**config.mk**
```make
export PLATFORM = sky130hd
export DESIGN_NAME = ppm_frame_sequencer_top
export DESIGN_NICKNAME = d
export VERILOG_FILES = /design/src/pfs_pkg.sv /design/src/pfs_bank_mem.sv /design/src/pfs_front.sv /design/src/pfs_back.sv /design/src/ppm_frame_sequencer_top.sv
export SDC_FILE = /design/constraint.sdc
export NUM_CORES = 1
export LEC_CHECK = 0
export BUFFER_PORTS_ARGS = -buffer_cell sky130_fd_sc_hd__buf_4
export CORE_MARGIN = 5
export CORE_UTILIZATION = 50
export DETAILED_ROUTE_END_ITERATION = 12
export GPL_TIMING_DRIVEN = 0
export PLACE_DENSITY = 0.66
export RECOVER_POWER = 50
export SLEW_MARGIN = 20
export SYNTH_ARGS = -nofsm -noshare
export SYNTH_HDL_FRONTEND = slang
export SYNTH_HIERARCHICAL = 1
export SYNTH_SLANG_ARGS = --single-unit
```
**constraint.sdc**
```tcl
create_clock -name clk -period 9 [get_ports clk]
set_clock_uncertainty 0.15 [all_clocks]
set_input_delay 0 -clock clk [delete_from_list [all_inputs] [get_ports clk]]
set_output_delay 0 -clock clk [all_outputs]
set_load 0.005 [all_outputs]
```
**src/pfs_pkg.sv**
```systemverilog
// ----------------------------------------------------------------------------
// pfs_pkg
// Shared types and constants for the PPM frame sequencer: item and result
// transaction layouts, configuration register indexes, reset values and the
// stage record that travels from the front end to the back end.
// ----------------------------------------------------------------------------
package pfs_pkg;

  // Default number of output channels in a frame.
  localparam int CHANNELS_DEFAULT = 8;

  // Field widths.
  localparam int FRAME_W = 15;
  localparam int MID_W   = 12;
  localparam int RANGE_W = 10;
  localparam int CHAN_W  = 4;
  localparam int VALUE_W = 16;
  localparam int TOP_W   = 16;
  localparam int ADDR_W  = CHAN_W + 1;
  localparam int QUOT_W  = 14;

  // Reset values.
  localparam logic [FRAME_W-1:0] FRAME_RESET = 15'd22000;
  localparam logic [MID_W-1:0]   MID_RESET   = 12'd1500;
  localparam logic [RANGE_W-1:0] RANGE_RESET = 10'd600;

  // Reciprocal of five, scaled by 2^18; exact for dividends below 2^17.
  localparam logic [15:0] DIV5_MULT  = 16'd52429;
  localparam int          DIV5_SHIFT = 18;

  // Operation codes.
  typedef enum logic {
    OP_SET_CHANNEL = 1'b0,
    OP_SEGMENT_END = 1'b1
  } pfs_op_e;

  // Configuration register indexes.
  typedef enum logic [1:0] {
    CFG_FRAME_US = 2'd0,
    CFG_MID_US   = 2'd1,
    CFG_RANGE_US = 2'd2
  } pfs_cfg_e;

  localparam int CFG_IDX_W  = 2;
  localparam int CFG_DATA_W = FRAME_W;

  typedef struct packed {
    logic                      operation;
    logic [CHAN_W-1:0]         channel;
    logic signed [VALUE_W-1:0] value;
  } item_t;

  typedef struct packed {
    logic [TOP_W-1:0]   segment_top;
    logic               frame_start;
    logic               accepting;
    logic [15:0]        overrun_count;
    logic [FRAME_W-1:0] max_frame_us;
  } result_t;

  // Work handed from the accept stage to the timing/write stage.
  typedef struct packed {
    logic              is_seg;
    logic              frame_end;
    logic              wr_en;
    logic [ADDR_W-1:0] wr_addr;
    logic              neg;
    logic [QUOT_W-1:0] quot;
    logic              accepting;
    logic [15:0]       overruns;
  } pfs_stage_t;

endpackage

```
**src/pfs_bank_mem.sv**
```systemverilog
// ----------------------------------------------------------------------------
// pfs_bank_mem
// Two channel banks of sixteen 12-bit entries in one synchronous memory.
// Registered read; an entry never written since reset reads as the mid reset time.
// ----------------------------------------------------------------------------
module pfs_bank_mem (
  input  logic                       clk,
  input  logic                       rst,
  input  logic                       wr_en,
  input  logic [pfs_pkg::ADDR_W-1:0] wr_addr,
  input  logic [pfs_pkg::MID_W-1:0]  wr_data,
  input  logic                       rd_en,
  input  logic [pfs_pkg::ADDR_W-1:0] rd_addr,
  output logic [pfs_pkg::MID_W-1:0]  rd_data
);
  import pfs_pkg::*;

  localparam int Depth = 2 ** ADDR_W;

  logic [MID_W-1:0] mem [Depth];
  logic [Depth-1:0] written;
  logic [MID_W-1:0] rd_raw;
  logic             rd_ok;

  // Storage array and registered read port.
  always_ff @(posedge clk) begin
    if (wr_en) begin
      mem[wr_addr] <= wr_data;
    end
    if (rd_en) begin
      rd_raw <= mem[rd_addr];
    end
  end

  // Per-entry written flags, cleared at reset, sampled with the read.
  always_ff @(posedge clk) begin
    if (rst) begin
      written <= '0;
      rd_ok   <= 1'b0;
    end else begin
      if (wr_en) begin
        written[wr_addr] <= 1'b1;
      end
      if (rd_en) begin
        rd_ok <= written[rd_addr];
      end
    end
  end

  assign rd_data = rd_ok ? rd_raw : MID_RESET;

endmodule

```
**src/pfs_front.sv**
```systemverilog
// ----------------------------------------------------------------------------
// pfs_front
// Accept stage: takes item transactions, keeps bank selection, set status,
// channel pointer and overrun count, issues the bank read and scales the
// channel value by two fifths.
// ----------------------------------------------------------------------------
module pfs_front #(
  parameter int CHANNELS = pfs_pkg::CHANNELS_DEFAULT
) (
  input  logic                       clk,
  input  logic                       rst,
  input  pfs_pkg::item_t             item,
  input  logic                       item_valid,
  output logic                       item_stall,
  input  logic                       advance,
  output logic                       st_valid,
  output pfs_pkg::pfs_stage_t        st,
  output logic                       rd_en,
  output logic [pfs_pkg::ADDR_W-1:0] rd_addr
);
  import pfs_pkg::*;

  localparam logic [CHAN_W:0] ChanLimit = (CHAN_W + 1)'(CHANNELS);
  localparam logic [CHAN_W:0] LastChan  = (CHAN_W + 1)'(CHANNELS - 1);

  logic              active_bank;
  logic              active_bank_next;
  logic              set_done;
  logic              set_done_next;
  logic [CHAN_W-1:0] next_channel;
  logic [CHAN_W-1:0] next_channel_next;
  logic [15:0]       overruns;
  logic [15:0]       overruns_next;
  logic              accept;
  logic              in_range;
  logic              frame_end;
  logic [15:0]       magnitude;
  logic [16:0]       dividend;
  logic [32:0]       product;
  pfs_stage_t        st_next;

  assign item_stall = st_valid && !advance;
  assign accept     = item_valid && !item_stall;
  assign rd_en      = accept;
  assign rd_addr    = {active_bank, next_channel};

  // Magnitude of twice the value divided by five via the scaled reciprocal.
  assign magnitude = item.value[VALUE_W-1] ? 16'(-item.value) : 16'(item.value);
  assign dividend  = {magnitude, 1'b0};
  assign product   = 33'(dividend) * 33'(DIV5_MULT);

  // Control state update and stage record for the accepted item.
  always_comb begin
    in_range          = {1'b0, item.channel} < ChanLimit;
    frame_end         = {1'b0, next_channel} >= ChanLimit;
    active_bank_next  = active_bank;
    set_done_next     = set_done;
    next_channel_next = next_channel;
    overruns_next     = overruns;
    if (item.operation == OP_SET_CHANNEL) begin
      if (in_range && ({1'b0, item.channel} == LastChan)) begin
        set_done_next = 1'b1;
      end
    end else begin
      if (frame_end) begin
        if (set_done) begin
          set_done_next    = 1'b0;
          active_bank_next = !active_bank;
        end else begin
          overruns_next = overruns + 16'd1;
        end
        next_channel_next = '0;
      end else begin
        next_channel_next = next_channel + CHAN_W'(1);
      end
    end
    st_next.is_seg    = item.operation == OP_SEGMENT_END;
    st_next.frame_end = frame_end;
    st_next.wr_en     = (item.operation == OP_SET_CHANNEL) && in_range;
    st_next.wr_addr   = {!active_bank, item.channel};
    st_next.neg       = item.value[VALUE_W-1];
    st_next.quot      = product[DIV5_SHIFT +: QUOT_W];
    st_next.accepting = !set_done_next;
    st_next.overruns  = overruns_next;
  end

  // Control registers.
  always_ff @(posedge clk) begin
    if (rst) begin
      active_bank  <= 1'b0;
      set_done     <= 1'b1;
      next_channel <= '0;
      overruns     <= '0;
      st_valid     <= 1'b0;
    end else begin
      if (accept) begin
        active_bank  <= active_bank_next;
        set_done     <= set_done_next;
        next_channel <= next_channel_next;
        overruns     <= overruns_next;
        st_valid     <= 1'b1;
      end else if (advance) begin
        st_valid <= 1'b0;
      end
    end
  end

  // Stage payload.
  always_ff @(posedge clk) begin
    if (accept) begin
      st <= st_next;
    end
  end

endmodule

```
**src/pfs_back.sv**
```systemverilog
// ----------------------------------------------------------------------------
// pfs_back
// Timing stage: clips and writes channel times into the inactive bank,
// turns bank reads into segment tops, tracks elapsed and maximum frame time
// and holds the result transaction register.
// ----------------------------------------------------------------------------
module pfs_back (
  input  logic                        clk,
  input  logic                        rst,
  input  logic                        st_valid,
  input  pfs_pkg::pfs_stage_t         st,
  output logic                        advance,
  input  logic [pfs_pkg::MID_W-1:0]   rd_data,
  input  logic [pfs_pkg::FRAME_W-1:0] frame_us,
  input  logic [pfs_pkg::MID_W-1:0]   mid_us,
  input  logic [pfs_pkg::RANGE_W-1:0] range_us,
  output logic                        wr_en,
  output logic [pfs_pkg::ADDR_W-1:0]  wr_addr,
  output logic [pfs_pkg::MID_W-1:0]   wr_data,
  output pfs_pkg::result_t            result,
  output logic                        result_valid,
  input  logic                        result_stall
);
  import pfs_pkg::*;

  logic [TOP_W-1:0]   elapsed;
  logic [TOP_W-1:0]   elapsed_next;
  logic [TOP_W-1:0]   max_frame;
  logic [TOP_W-1:0]   max_frame_next;
  logic [TOP_W-1:0]   frame_half;
  logic [TOP_W-1:0]   chan_half;
  logic [TOP_W-1:0]   top_m1;
  logic signed [16:0] mid_s;
  logic signed [16:0] delta;
  logic signed [16:0] t_raw;
  logic signed [16:0] lo;
  logic signed [16:0] hi;
  logic signed [16:0] t_clip;
  logic               fire;
  result_t            result_next;

  assign advance = !result_valid || !result_stall;
  assign fire    = st_valid && advance;

  // Channel time: mid plus scaled value, clipped to the window and 12 bits.
  always_comb begin
    mid_s = $signed({5'b0, mid_us});
    delta = st.neg ? -$signed({3'b0, st.quot}) : $signed({3'b0, st.quot});
    t_raw = mid_s + delta;
    lo    = mid_s - $signed({7'b0, range_us});
    hi    = mid_s + $signed({7'b0, range_us});
    t_clip = t_raw;
    if (t_clip < lo) begin
      t_clip = lo;
    end
    if (t_clip > hi) begin
      t_clip = hi;
    end
    if (t_clip < 17'sd0) begin
      t_clip = 17'sd0;
    end
    if (t_clip > 17'sd4095) begin
      t_clip = 17'sd4095;
    end
  end

  assign wr_en   = fire && st.wr_en;
  assign wr_addr = st.wr_addr;
  assign wr_data = t_clip[MID_W-1:0];

  // Segment top, elapsed time and maximum frame for a segment end.
  always_comb begin
    frame_half     = {frame_us, 1'b0};
    chan_half      = {3'b0, rd_data, 1'b0};
    elapsed_next   = elapsed;
    max_frame_next = max_frame;
    top_m1         = '0;
    if (st.is_seg) begin
      if (st.frame_end) begin
        // The gap fills the frame, so elapsed plus gap is the frame length.
        top_m1       = frame_half + ~elapsed;
        elapsed_next = '0;
        if (frame_half > max_frame) begin
          max_frame_next = frame_half;
        end
      end else begin
        top_m1       = chan_half - TOP_W'(1);
        elapsed_next = elapsed + chan_half;
      end
    end
    result_next.segment_top   = top_m1;
    result_next.frame_start   = st.is_seg && st.frame_end;
    result_next.accepting     = st.accepting;
    result_next.overrun_count = st.overruns;
    result_next.max_frame_us  = max_frame_next[TOP_W-1:1];
  end

  // Timing state and result valid.
  always_ff @(posedge clk) begin
    if (rst) begin
      elapsed      <= '0;
      max_frame    <= '0;
      result_valid <= 1'b0;
    end else begin
      if (fire) begin
        elapsed      <= elapsed_next;
        max_frame    <= max_frame_next;
        result_valid <= 1'b1;
      end else if (!result_stall) begin
        result_valid <= 1'b0;
      end
    end
  end

  // Result payload.
  always_ff @(posedge clk) begin
    if (fire) begin
      result <= result_next;
    end
  end

endmodule

```
**src/ppm_frame_sequencer_top.sv**
```systemverilog
// ----------------------------------------------------------------------------
// ppm_frame_sequencer_top
// PPM frame sequencer with double-buffered channel banks and a config port.
// Result path: an accepted item is held in the stage register, then its
// result in the result register; a result stall holds it in the stage.
// Throughput: one item per cycle unless the result stalls; the bank read at
// accept and the write as the stage moves on keep to one access each per cycle.
// Reset: synchronous; banks read as the mid reset time until written,
// with per-entry flags cleared at once, so no clearing pass is needed.
// ----------------------------------------------------------------------------
module ppm_frame_sequencer_top #(
  parameter int CHANNELS = pfs_pkg::CHANNELS_DEFAULT
) (
  input  logic                          clk,
  input  logic                          rst,
  input  pfs_pkg::item_t                item,
  input  logic                          item_valid,
  output logic                          item_stall,
  output pfs_pkg::result_t              result,
  output logic                          result_valid,
  input  logic                          result_stall,
  input  logic                          cfg_valid,
  output logic                          cfg_ready,
  input  logic [pfs_pkg::CFG_IDX_W-1:0] cfg_index,
  input  logic [pfs_pkg::CFG_DATA_W-1:0] cfg_data
);
  import pfs_pkg::*;

  logic [FRAME_W-1:0] frame_us;
  logic [MID_W-1:0]   mid_us;
  logic [RANGE_W-1:0] range_us;
  logic               advance;
  logic               st_valid;
  pfs_stage_t         st;
  logic               rd_en;
  logic [ADDR_W-1:0]  rd_addr;
  logic [MID_W-1:0]   rd_data;
  logic               wr_en;
  logic [ADDR_W-1:0]  wr_addr;
  logic [MID_W-1:0]   wr_data;

  assign cfg_ready = 1'b1;

  // Configuration registers.
  always_ff @(posedge clk) begin
    if (rst) begin
      frame_us <= FRAME_RESET;
      mid_us   <= MID_RESET;
      range_us <= RANGE_RESET;
    end else if (cfg_valid) begin
      case (pfs_cfg_e'(cfg_index))
        CFG_FRAME_US: frame_us <= cfg_data[FRAME_W-1:0];
        CFG_MID_US:   mid_us   <= cfg_data[MID_W-1:0];
        CFG_RANGE_US: range_us <= cfg_data[RANGE_W-1:0];
        default: ;
      endcase
    end
  end

  pfs_front #(
    .CHANNELS (CHANNELS)
  ) u_front (
    .clk        (clk),
    .rst        (rst),
    .item       (item),
    .item_valid (item_valid),
    .item_stall (item_stall),
    .advance    (advance),
    .st_valid   (st_valid),
    .st         (st),
    .rd_en      (rd_en),
    .rd_addr    (rd_addr)
  );

  pfs_bank_mem u_mem (
    .clk     (clk),
    .rst     (rst),
    .wr_en   (wr_en),
    .wr_addr (wr_addr),
    .wr_data (wr_data),
    .rd_en   (rd_en),
    .rd_addr (rd_addr),
    .rd_data (rd_data)
  );

  pfs_back u_back (
    .clk          (clk),
    .rst          (rst),
    .st_valid     (st_valid),
    .st           (st),
    .advance      (advance),
    .rd_data      (rd_data),
    .frame_us     (frame_us),
    .mid_us       (mid_us),
    .range_us     (range_us),
    .wr_en        (wr_en),
    .wr_addr      (wr_addr),
    .wr_data      (wr_data),
    .result       (result),
    .result_valid (result_valid),
    .result_stall (result_stall)
  );

endmodule
```
==> reports/qor.csv, run 1 <==
metric;value;unit
cts_tree;yes;
dr.pass1.iters;7;
cpPeakStageDelay;560;ps
total_power;14.83;mW
netlist_area;33640;sq um
reg2reg_from;u_front/st[17];
slew_viol_final;81;
final_nets;3237;
cp.buffers_inverters;6;
cts_buffers;60;
grtUsageTotal;21.57;%
ys_top_cells_by_count;edfxtp_1 (485), inv_1 (247), ha_1 (235);
synth.avg_cell_area;12.75;sq um
drive_gt1_share;14.62;%
critPathMaxFanout;17;
syn_to_final_growth;14.29;%
yosys_warnings;6;
synth_edf_count;485;
failed_checks;max-capacitance violations, max-slew violations;
dp_hpwl;59770;um
dp_slack;58.02;ps
root_buffer;clkbuf_16;
crit_type;flop to flop;
grt_overflow_total;0;
h-tree-depth;2;
place_area;35810;sq um
synth.net_count;2994;
num_antenna_cells;0;
die_area;72570;sq um
final_cell_area;38450;sq um
p_leak;14.41;nW
ys_types;84;
cp.depth;31;
antenna_left;0;
setup_viol;0;
power.density;385.8;nW/um^2
utilization;57.45;%
synthFlopType;edfxtp_1;
critical_path.top_delay_family;compound AO/OA/AOI/OAI gates;
start_util;50.27;%
ios;95;
cp-end-kind;flop;
io_buffers;93;
fin_crit_sh;94.56;%
whs_path_depth;4;
synth_top_cell_by_area;edfxtp_1;
hold_start;cfg_data[8];
min_period;8511;ps
die-height;269.4;um
fillers;5356;
cp_common_cell;ha_1;
grt_pass1_wl;124500;um
synth-seq-cells;609;
first_iter_violations;1950;
r2r_setup_slack;490;ps
clock_latency;660;ps
tightest_slew;2399;ps
synth_cells;2639;
clkSinkCount;609;
max_slew_margin;-59.95;%
clockBufferDepth;3;
drc_errors;0;
via_per_inst;5.687;
die_x;269.4;um
grt_pass1_vias;21760;
instances_no_fill;3807;
worstHoldPathType;input pin to flop;
slowest_stage;o21ai_0;
regToRegEndpoint;u_mem/mem[19][9];
synth_top_area_share;43.30;%
grt_start_max_net_pins;47;
critPathLaunchType;flop;
yosysSeqAreaShare;50.68;%
reg2reg_depth;31;
wire_per_inst;20.96;um
dp_cells;3619;
yosysMostFrequentCell;edfxtp_1;
async_reset_ff_share;0;%
coreArea;66920;sq um
hold_viol;0;
clk_pin_slew_worst_paths;60;ps
synthTopCellsByArea;edfxtp_1 (43%), ha_1 (8.7%), mux4_2 (8.0%), dfxtp_1 (7.4%), fa_1 (4.6%);
wirelength;79800;um
worst_slack;489.4;ps
outcome;complete, but fails checks;
crit_arrival;8870;ps
num_rows;95;
fmax;117.5;MHz
holdPathEnd;mid_us[8];
gp_congestion;0.9475;
via_count;21650;
worstPathRequired;9360;ps
peakVddDrop;0.0003811;V
maxCapViolations;2;
antenna_found_initial;0;
[worst max path at each step]
stage,startpoint,endpoint
floorplan,u_front/st[17],u_mem/mem[0][11]
global placement,u_front/st[17],u_mem/mem[26][0]
detailed placement,u_front/st[17],u_mem/mem[26][9]
CTS,u_front/st[17],u_mem/mem[2][10]
finish,u_front/st[17],u_mem/mem[19][9]
global route,u_front/st[17],u_mem/mem[25][9]
[what timing repair did]
item | in CTS | in global routing
setup buffers | 0 | 24
setup endpoints to repair | 0 | 384
hold buffers | 50 | 0
hold endpoints to repair | 104 | 0
resized for setup | 0 | 9
[per-stage QoR]
step | hold slack (ps) | setup TNS (ps)
final | 117.3 | 0
after CTS | 13.48 | 0
after global routing | 116.4 | -14.36
after detailed placement | 64.76 | 0
after global placement | 70.42 | -341450
after floorplan | -80.93 | 0
[where the power goes]
part           leakage (nW)  internal (mW)  total [mW]  switching (mW)
sequential             5.45           4.36        4.43          0.0666
combinational          7.98           3.10        7.91            4.81
clock                 0.982           1.43        2.49            1.07
total                  14.4           8.89        14.8            5.94
[area by class of cell]
type	count	area [sq um]	area share, %
plain buffers	102	521.8	1.357
well taps	873	1092	2.841
flip-flops and latches	609	17050	44.34
repair buffers	181	1588	4.130
clock buffers	91	1770	4.605
inverters	248	930.9	2.421
multi-input cells	1680	15240	39.65
clock inverters	23	254.0	0.6606
[state kept, by name, summed over array words and instances (netlist names), 4 cells and up]
register              count
u_back/elapsed           15
u_mem/rd_raw             12
u_front/overruns         16
frame_us                 15
mid_us                   12
u_front/next_channel      4
u_front/st               40
u_back/max_frame         15
u_mem/written            32
u_back/result            49
u_mem/mem               384
range_us                 10
[worst min-delay path, delay by kind of cell]
kind,cells,cell delay [ps]
simple gates,1,50
mux,1,120
buf+inv,2,640
[cells by family after synthesis]
group | count (synthesis) | synth area share [%]
compound gates | 380 | 7.644
xor+xnor | 159 | 4.184
fa+ha+maj | 312 | 13.32
buf+inv | 350 | 4.322
flops | 609 | 50.68
mux | 209 | 10.74
other cells | 1 | 0.01115
simple gates | 619 | 9.102
[per-layer routing]
metal / global-route usage [%] / share of wire (%) / vias to the layer above
met3: 3.414 / 6.4 / 133
met2: 34.14 / 46 / 754
met5: 0 / 0 / -
li1: - / - / 10060
met1: 31.44 / 44 / 10700
met4: 5.826 / 3.1 / 0
[cell usage in the layout, fill, tap and decap left out, types with 14 or more instances in the layout]
cell type	n
fa_1	77
dfxtp_1	124
mux2i_1	74
mux2_2	15
buf_4	59
nor2_1	223
clkbuf_4	44
a21o_1	34
nand2b_1	80
o21ai_0	86
xor2_1	57
o31ai_1	15
clkbuf_1	101
and2_1	18
mux4_2	120
nor3_1	26
nor2_2	14
clkbuf_16	62
a21oi_1	100
nand3_1	34
buf_6	16
ha_1	235
nand2_1	112
edfxtp_1	485
xnor2_1	100
inv_1	247
dlygate4sd3_1	50
o21a_1	14
Power figures use the tool's default switching activity.
==> run 2: changes to the inputs <==
--- a/config.mk
+++ b/config.mk
@@ -10,10 +10,10 @@
 export CORE_UTILIZATION = 50
 export DETAILED_ROUTE_END_ITERATION = 12
 export GPL_TIMING_DRIVEN = 0
+export HOLD_SLACK_MARGIN = 0.12
 export PLACE_DENSITY = 0.66
-export RECOVER_POWER = 50
+export RECOVER_POWER = 25
 export SLEW_MARGIN = 20
 export SYNTH_ARGS = -nofsm -noshare
 export SYNTH_HDL_FRONTEND = slang
-export SYNTH_HIERARCHICAL = 1
 export SYNTH_SLANG_ARGS = --single-unit
==> run 2 against run 1 <==
  * Area after synthesis is 3.8% lower
  * Worst hold slack better by 73 ps
  * Final area is 3.1% lower
  * Sequential cell count stayed put
  * Highest routed layer unchanged
  * Critical path depth is 3 lower
  * Via count is 5.3% lower
  * The flow still finishes with violations (max-capacitance violations, max-slew violations)
  * Critical path type unchanged
  * Total power is 21% lower
==> reports/qor.csv, run 2 <==
metric;value;unit;change
coreArea;64230;sq um;was 66920 sq um
worstPathRequired;9310;ps;was 9360 ps
critical_path.top_delay_family;compound AO/OA/AOI/OAI gates;;unchanged
peakVddDrop;0.0003609;V;was 0.0003811 V
synth_compound_area_share;7.062;%;was 7.644%
wirelength;78160;um;was 79800 um
dp_cells;3446;;was 3619
power.density;314.6;nW/um^2;was 385.8 nW/um^2
grt_start_max_net_pins;59;;was 47
drc_errors;0;;unchanged
start_util;50.36;%;was 50.27%
synth-seq-cells;609;;unchanged
largest_reg_flops;384;;unchanged
grt_overflow_total;0;;unchanged
critPathLaunchType;flop;;unchanged
cp.buffers_inverters;3;;was 6
die_area;69890;sq um;was 72570 sq um
place_area;34680;sq um;was 35810 sq um
final_cell_area;37240;sq um;was 38450 sq um
synthXorXnorAreaFrac;3.570;%;was 4.184%
antenna_found_initial;0;;unchanged
ios;95;;unchanged
slew_viol_final;99;;was 81
fillers;5077;;was 5356
cp-end-kind;flop;;unchanged
cpPeakStageDelay;650;ps;was 560 ps
setup_viol;0;;unchanged
hold_viol;0;;unchanged
gp_congestion;0.9236;;was 0.9475
maxCapViolations;2;;unchanged
ys_types;81;;was 84
tightest_slew;3067;ps;was 2399 ps
synth-simple-area-share;8.834;%;was 9.102%
instances_no_fill;3620;;was 3807
synth_fa_ha_area_share;14.33;%;was 13.32%
clk_pin_slew_worst_paths;60;ps;about the same
synth_top_family_by_area;adder cells;;unchanged
crit_type;flop to flop;;unchanged
synthMuxAreaShare;9.809;%;was 10.74%
synth_edf_count;485;;unchanged
dp_hpwl;57370;um;was 59770 um
critPathMaxFanout;17;;unchanged
antenna_left;0;;unchanged
outcome;complete, but fails checks;;unchanged
num_antenna_cells;0;;unchanged
layout_commonest_cell;edfxtp_1;;unchanged
ys_top_cells_by_count;edfxtp_1 (485), ha_1 (233), nand2_1 (211);;was edfxtp_1 (485), inv_1 (247), ha_1 (235)
clock_latency;650;ps;was 660 ps
synth_top_area_share;45.02;%;was 43.30%
syn_to_final_growth;15.11;%;was 14.29%
mostFrequentLayoutCells;edfxtp_1 (485), ha_1 (233), nand2_1 (211);;was edfxtp_1 (485), inv_1 (247), ha_1 (235)
min_period;8231;ps;was 8511 ps
total_power;11.71;mW;was 14.83 mW
yosysSeqAreaShare;52.69;%;was 50.68%
cts_buffers;58;;was 60
final_nets;3078;;was 3237
multiInputGateArea;14340;sq um;was 15240 sq um
synth_cells;2484;;was 2639
async_reset_ff_share;0;%;unchanged
synth_top_cell_by_area;edfxtp_1;;unchanged
root_buffer;clkbuf_16;;unchanged
netlist_area;32350;sq um;was 33640 sq um
fin_crit_sh;91.45;%;was 94.56%
cp_common_cell;ha_1;;unchanged
io_buffers;92;;was 93
fmax;121.5;MHz;was 117.5 MHz
cts_setup_buffers;0;;unchanged
max_slew_margin;-104.5;%;was -59.95%
num_rows;93;;was 95
utilization;57.97;%;was 57.45%
cts.repair.resized;0;;unchanged
cts_tree;yes;;unchanged
worstHoldPathType;input pin to flop;;unchanged
grt_pass1_wl;121700;um;was 124500 um
seqCellArea;17050;sq um;unchanged
die-height;264.4;um;was 269.4 um
synthFlopType;edfxtp_1;;unchanged
failed_checks;max-capacitance violations, max-slew violations;;unchanged
wire_per_inst;21.59;um;was 20.96 um
top_register;u_mem.mem;;was u_mem/mem
synth.net_count;2846;;was 2994
clockBufferDepth;3;;unchanged
slowest_stage;mux2i_4;;was o21ai_0
die_x;264.4;um;was 269.4 um
drive_gt1_share;14.00;%;was 14.62%
p_leak;13.85;nW;was 14.41 nW
reg_top3;u_mem.mem (384), u_back.result (49), u_front.st (40);;was u_mem/mem (384), u_back/result (49), u_front/st (40)
h-tree-depth;2;;unchanged
grt_pass1_vias;20860;;was 21760
synthTopCellsByArea;edfxtp_1 (45%), mux4_2 (9.1%), ha_1 (9.0%), dfxtp_1 (7.7%), fa_1 (5.3%);;was edfxtp_1 (43%), ha_1 (8.7%), mux4_2 (8.0%), dfxtp_1 (7.4%), fa_1 (4.6%)
clkSinkCount;609;;unchanged
grtUsageTotal;22.22;%;was 21.57%
via_per_inst;5.666;;was 5.687
synth.avg_cell_area;13.02;sq um;was 12.75 sq um
via_count;20510;;was 21650
first_iter_violations;1796;;was 1950
crit_arrival;8540;ps;was 8870 ps
yosys_warnings;0;;was 6
rsz0062_at_grt;false;;
yosysMostFrequentCell;edfxtp_1;;unchanged
dr.pass1.iters;5;;was 7
## run 2: metal layers
layer	part of all wire, %	vias up	global-route usage, %
met1	43	10170	31.27
li1	-	9532	-
met3	6.2	129	3.165
met5	0	-	0
met2	48	677	36.78
met4	2.8	0	6.028
## run 2: what timing repair did
action | in CTS | in global routing
endpoints found under the hold margin | 81 | 0
endpoints found under the setup margin | 0 | 0
hold buffers | 65 | 0
## run 2: cell families after synthesis
kind of cell / count (synthesis)
AO/OA/AOI/OAI: 346
XOR/XNOR: 131
adder cells (fa/ha/maj): 319
buffers and inverters: 305
flip-flops: 609
multiplexers: 154
other: 1
AND/OR/NAND/NOR: 619
## run 2: final cells by class
class                      instances  share of cell area (%)
buffer                            95                   1.089
sequential                       609                   45.78
inverter                         210                   2.117
timing repair buffer             172                   4.234
clock buffer                      70                   4.099
clock inverter                    39                   1.314
tap                              855                   2.873
multi-input combinational       1570                   38.50
## run 2: through the flow
step	setup WS (ps)	setup TNS, ps	hold slack [ps]
floorplan	1548	0	-51.13
global placement	-1290	-335040	70.01
detailed placement	523.1	0	72.52
CTS	480.9	0	125.6
global route	215.1	0	168.3
finish	769.5	0	190.6
## run 2: worst paths after layout
kind / startpoint / to / slack (ps) / depth (start not counted)
hold / removal: cfg_data[11] / mid_us[11] / 190 / 4
setup / recovery: u_front.st[18] / u_mem.mem[20][7] / 770 / 28
setup reg to reg: u_front.st[18] / u_mem.mem[20][7] / 770 / 28
hold reg to reg: u_front.st[4] / u_back.result[19] / 270 / 0
## run 2: report_power, final
group	leakage, nW	switching (mW)	total (mW)	internal, mW
Combinational	7.41	3.11	5.34	2.23
Clock	0.972	1.07	2.55	1.48
Sequential	5.47	0.0669	3.82	3.76
Total	13.9	4.25	11.7	7.46
## run 2: worst min-delay path: stages
cell,delay [ps]
dlygate4sd3_1,560
buf_4,160
nand2_1,50
a21oi_1,110
==> run 3: changes to the inputs <==
--- a/config.mk
+++ b/config.mk
@@ -7,11 +7,11 @@
 export LEC_CHECK = 0
 export BUFFER_PORTS_ARGS = -buffer_cell sky130_fd_sc_hd__buf_4
 export CORE_MARGIN = 5
-export CORE_UTILIZATION = 50
+export CORE_UTILIZATION = 30
 export DETAILED_ROUTE_END_ITERATION = 12
 export GPL_TIMING_DRIVEN = 0
 export HOLD_SLACK_MARGIN = 0.12
-export PLACE_DENSITY = 0.66
+export MAX_ROUTING_LAYER = met4
 export RECOVER_POWER = 25
 export SLEW_MARGIN = 20
 export SYNTH_ARGS = -nofsm -noshare
==> run 3 against run 2 <==
  * The flow still finishes with violations (max-capacitance violations, max-slew violations)
  * Final cell count is 15% higher
  * Sequential power about the same
  * Critical path depth increased by 1
  * Utilization shrank 23 points
  * Largest power group unchanged
  * Highest routed layer unchanged
==> reports/qor.csv, run 3 (synthesis gave the netlist of run 2 again) <==
metric;value;unit;change
final_cell_area;37890;sq um;was 37240 sq um
cts_setup_buffers;0;;unchanged
instances_no_fill;4177;;was 3620
gp_congestion;0.8446;;was 0.9236
outcome;complete, but fails checks;;unchanged
total_power;11.58;mW;was 11.71 mW
largest_reg_flops;384;;unchanged
ios;95;;unchanged
drive_gt1_share;14.03;%;was 14.00%
p_leak;13.85;nW;about the same
drc_errors;0;;unchanged
cp-end-kind;flop;;unchanged
via_count;20150;;was 20510
wirelength;78620;um;was 78160 um
max_slew_margin;-88.25;%;was -104.5%
start_util;30.22;%;was 50.36%
mostFrequentLayoutCells;edfxtp_1 (485), ha_1 (233), nand2_1 (211);;unchanged
use_met2;22.73;%;was 36.78%
slew_viol_final;94;;was 99
critPathMaxFanout;20;;was 17
die_x;338.4;um;was 264.4 um
crit_type;flop to flop;;unchanged
coreArea;107100;sq um;was 64230 sq um
fmax;118.3;MHz;was 121.5 MHz
power.density;305.7;nW/um^2;was 314.6 nW/um^2
grt_busiest_layer;met2;;unchanged
dp_cells;4001;;was 3446
antenna_left;0;;unchanged
met1_usage;18.23;%;was 31.27%
wire_per_inst;18.82;um;was 21.59 um
clkSinkCount;609;;unchanged
dr.pass1.iters;8;;was 5
layout_commonest_cell;edfxtp_1;;unchanged
h-tree-depth;2;;unchanged
min_period;8451;ps;was 8231 ps
clock_latency;650;ps;about the same
worstPathRequired;9310;ps;about the same
root_buffer;clkbuf_16;;unchanged
place_area;35450;sq um;was 34680 sq um
grt_overflow_total;0;;unchanged
grt_start_max_net_pins;55;;was 59
clockBufferDepth;3;;unchanged
slowest_stage;a31oi_1;;was mux2i_4
critPathLaunchType;flop;;unchanged
cts_buffers;58;;unchanged
reg_top3;u_mem.mem (384), u_back.result (49), u_front.st (40);;unchanged
cts.repair.resized;0;;unchanged
top_register;u_mem.mem;;unchanged
peakVddDrop;0.0002840;V;was 0.0003609 V
io_buffers;92;;unchanged
clk_pin_slew_worst_paths;70;ps;was 60 ps
antenna_found_initial;2;;was 0
setup_tns;0;ps;unchanged
dp_hpwl;58780;um;was 57370 um
fillers;10350;;was 5077
grt_pass1_vias;20340;;was 20860
cts_tree;yes;;unchanged
hold_viol;0;;unchanged
maxCapViolations;2;;unchanged
num_rows;120;;was 93
tightest_slew;2824;ps;was 3067 ps
utilization;35.39;%;was 57.97%
crit_arrival;8760;ps;was 8540 ps
cp_common_cell;ha_1;;unchanged
first_iter_violations;1232;;was 1796
syn_to_final_growth;17.12;%;was 15.11%
fin_crit_sh;93.90;%;was 91.45%
rsz0062_at_grt;false;;unchanged
grtUsageTotal;13.91;%;was 22.22%
grt_pass1_wl;122100;um;was 121700 um
failed_checks;max-capacitance violations, max-slew violations;;unchanged
setup_viol;0;;unchanged
die_area;114500;sq um;was 69890 sq um
final_nets;3085;;was 3078
via_per_inst;4.823;;was 5.666
gr-usage-met3;2.294;%;was 3.165%
die-height;338.4;um;was 264.4 um
cpPeakStageDelay;740;ps;was 650 ps
worstHoldPathType;input pin to flop;;unchanged
==> run 3: cell types whose count changed in the layout (fill, tap and decap cells not counted), moves of 2 or more <==
cell,before,now
buf_1,7,4
buf_6,3,7
bufinv_16,9,7
clkbuf_1,109,118
clkbuf_2,2,4
clkbuf_4,38,33
clkinv_1,12,10
clkinv_2,9,12
diode_2,0,2
==> run 3: timing repair <==
item / 4_1_cts / 5_1_grt
hold buffers: 65 / 0
endpoints found under the setup margin: 0 / 0
endpoints found under the hold margin: 74 / 0
==> run 3: through the flow <==
| step | worst slack, ps | hold slack, ps |
|---|---|---|
| 2_1_floorplan | 1548 | -51.13 |
| 3_3_place_gp | -1177 | 45.03 |
| 3_5_place_dp | 537.3 | 45.77 |
| 4_1_cts | 500.7 | 127.2 |
| 5_1_grt | 11.75 | 257.2 |
| 6_report | 548.7 | 252.5 |
==> run 3: power breakdown <==
part | switching (mW) | leakage (nW) | internal [mW]
Combinational | 3.05 | 7.43 | 2.22
Clock | 1.08 | 0.944 | 1.41
Sequential | 0.0694 | 5.47 | 3.75
==> run 3: area by class of cell <==
cell class                 count  area (sq um)  area share [%]
sequential                   609         17050           44.99
multi-input combinational   1570         14330           37.83
tap                         1403          1755           4.633
timing repair buffer         179          1594           4.207
clock buffer                  70          1516           4.002
inverter                     210         788.3           2.081
clock inverter                39         441.7           1.166
buffer                        95         409.1           1.080
antenna                        2         5.005         0.01321
==> run 3: path summary, 6_finish.rpt <==
kind                                     endpoint  cells after the start      startpoint  slack (ps)
worst max-delay path             u_mem.mem[21][7]                     29  u_front.st[17]         550
worst max register to register   u_mem.mem[21][7]                     29  u_front.st[17]         550
worst min register to register  u_back.result[15]                      0   u_front.st[0]         270
worst min-delay path                    mid_us[0]                      5       cfg_valid         250
==> run 3: layer usage <==
layer,wire [um],vias to the layer above
met5,0,-
met4,1694,0
met3,3740,87
met2,38150,463
met1,35030,10050
li1,-,9550
==> run 3: worst max-delay path, delay by kind of cell (launching register included) <==
| kind | cells | cell delay, ps |
|---|---|---|
| adder cells (fa/ha/maj) | 4 | 1310 |
| XOR/XNOR | 2 | 320 |
| AO/OA/AOI/OAI | 15 | 3800 |
| buffers and inverters | 4 | 930 |
| AND/OR/NAND/NOR | 3 | 680 |
| multiplexers | 1 | 600 |
| flip-flops | 1 | 500 |
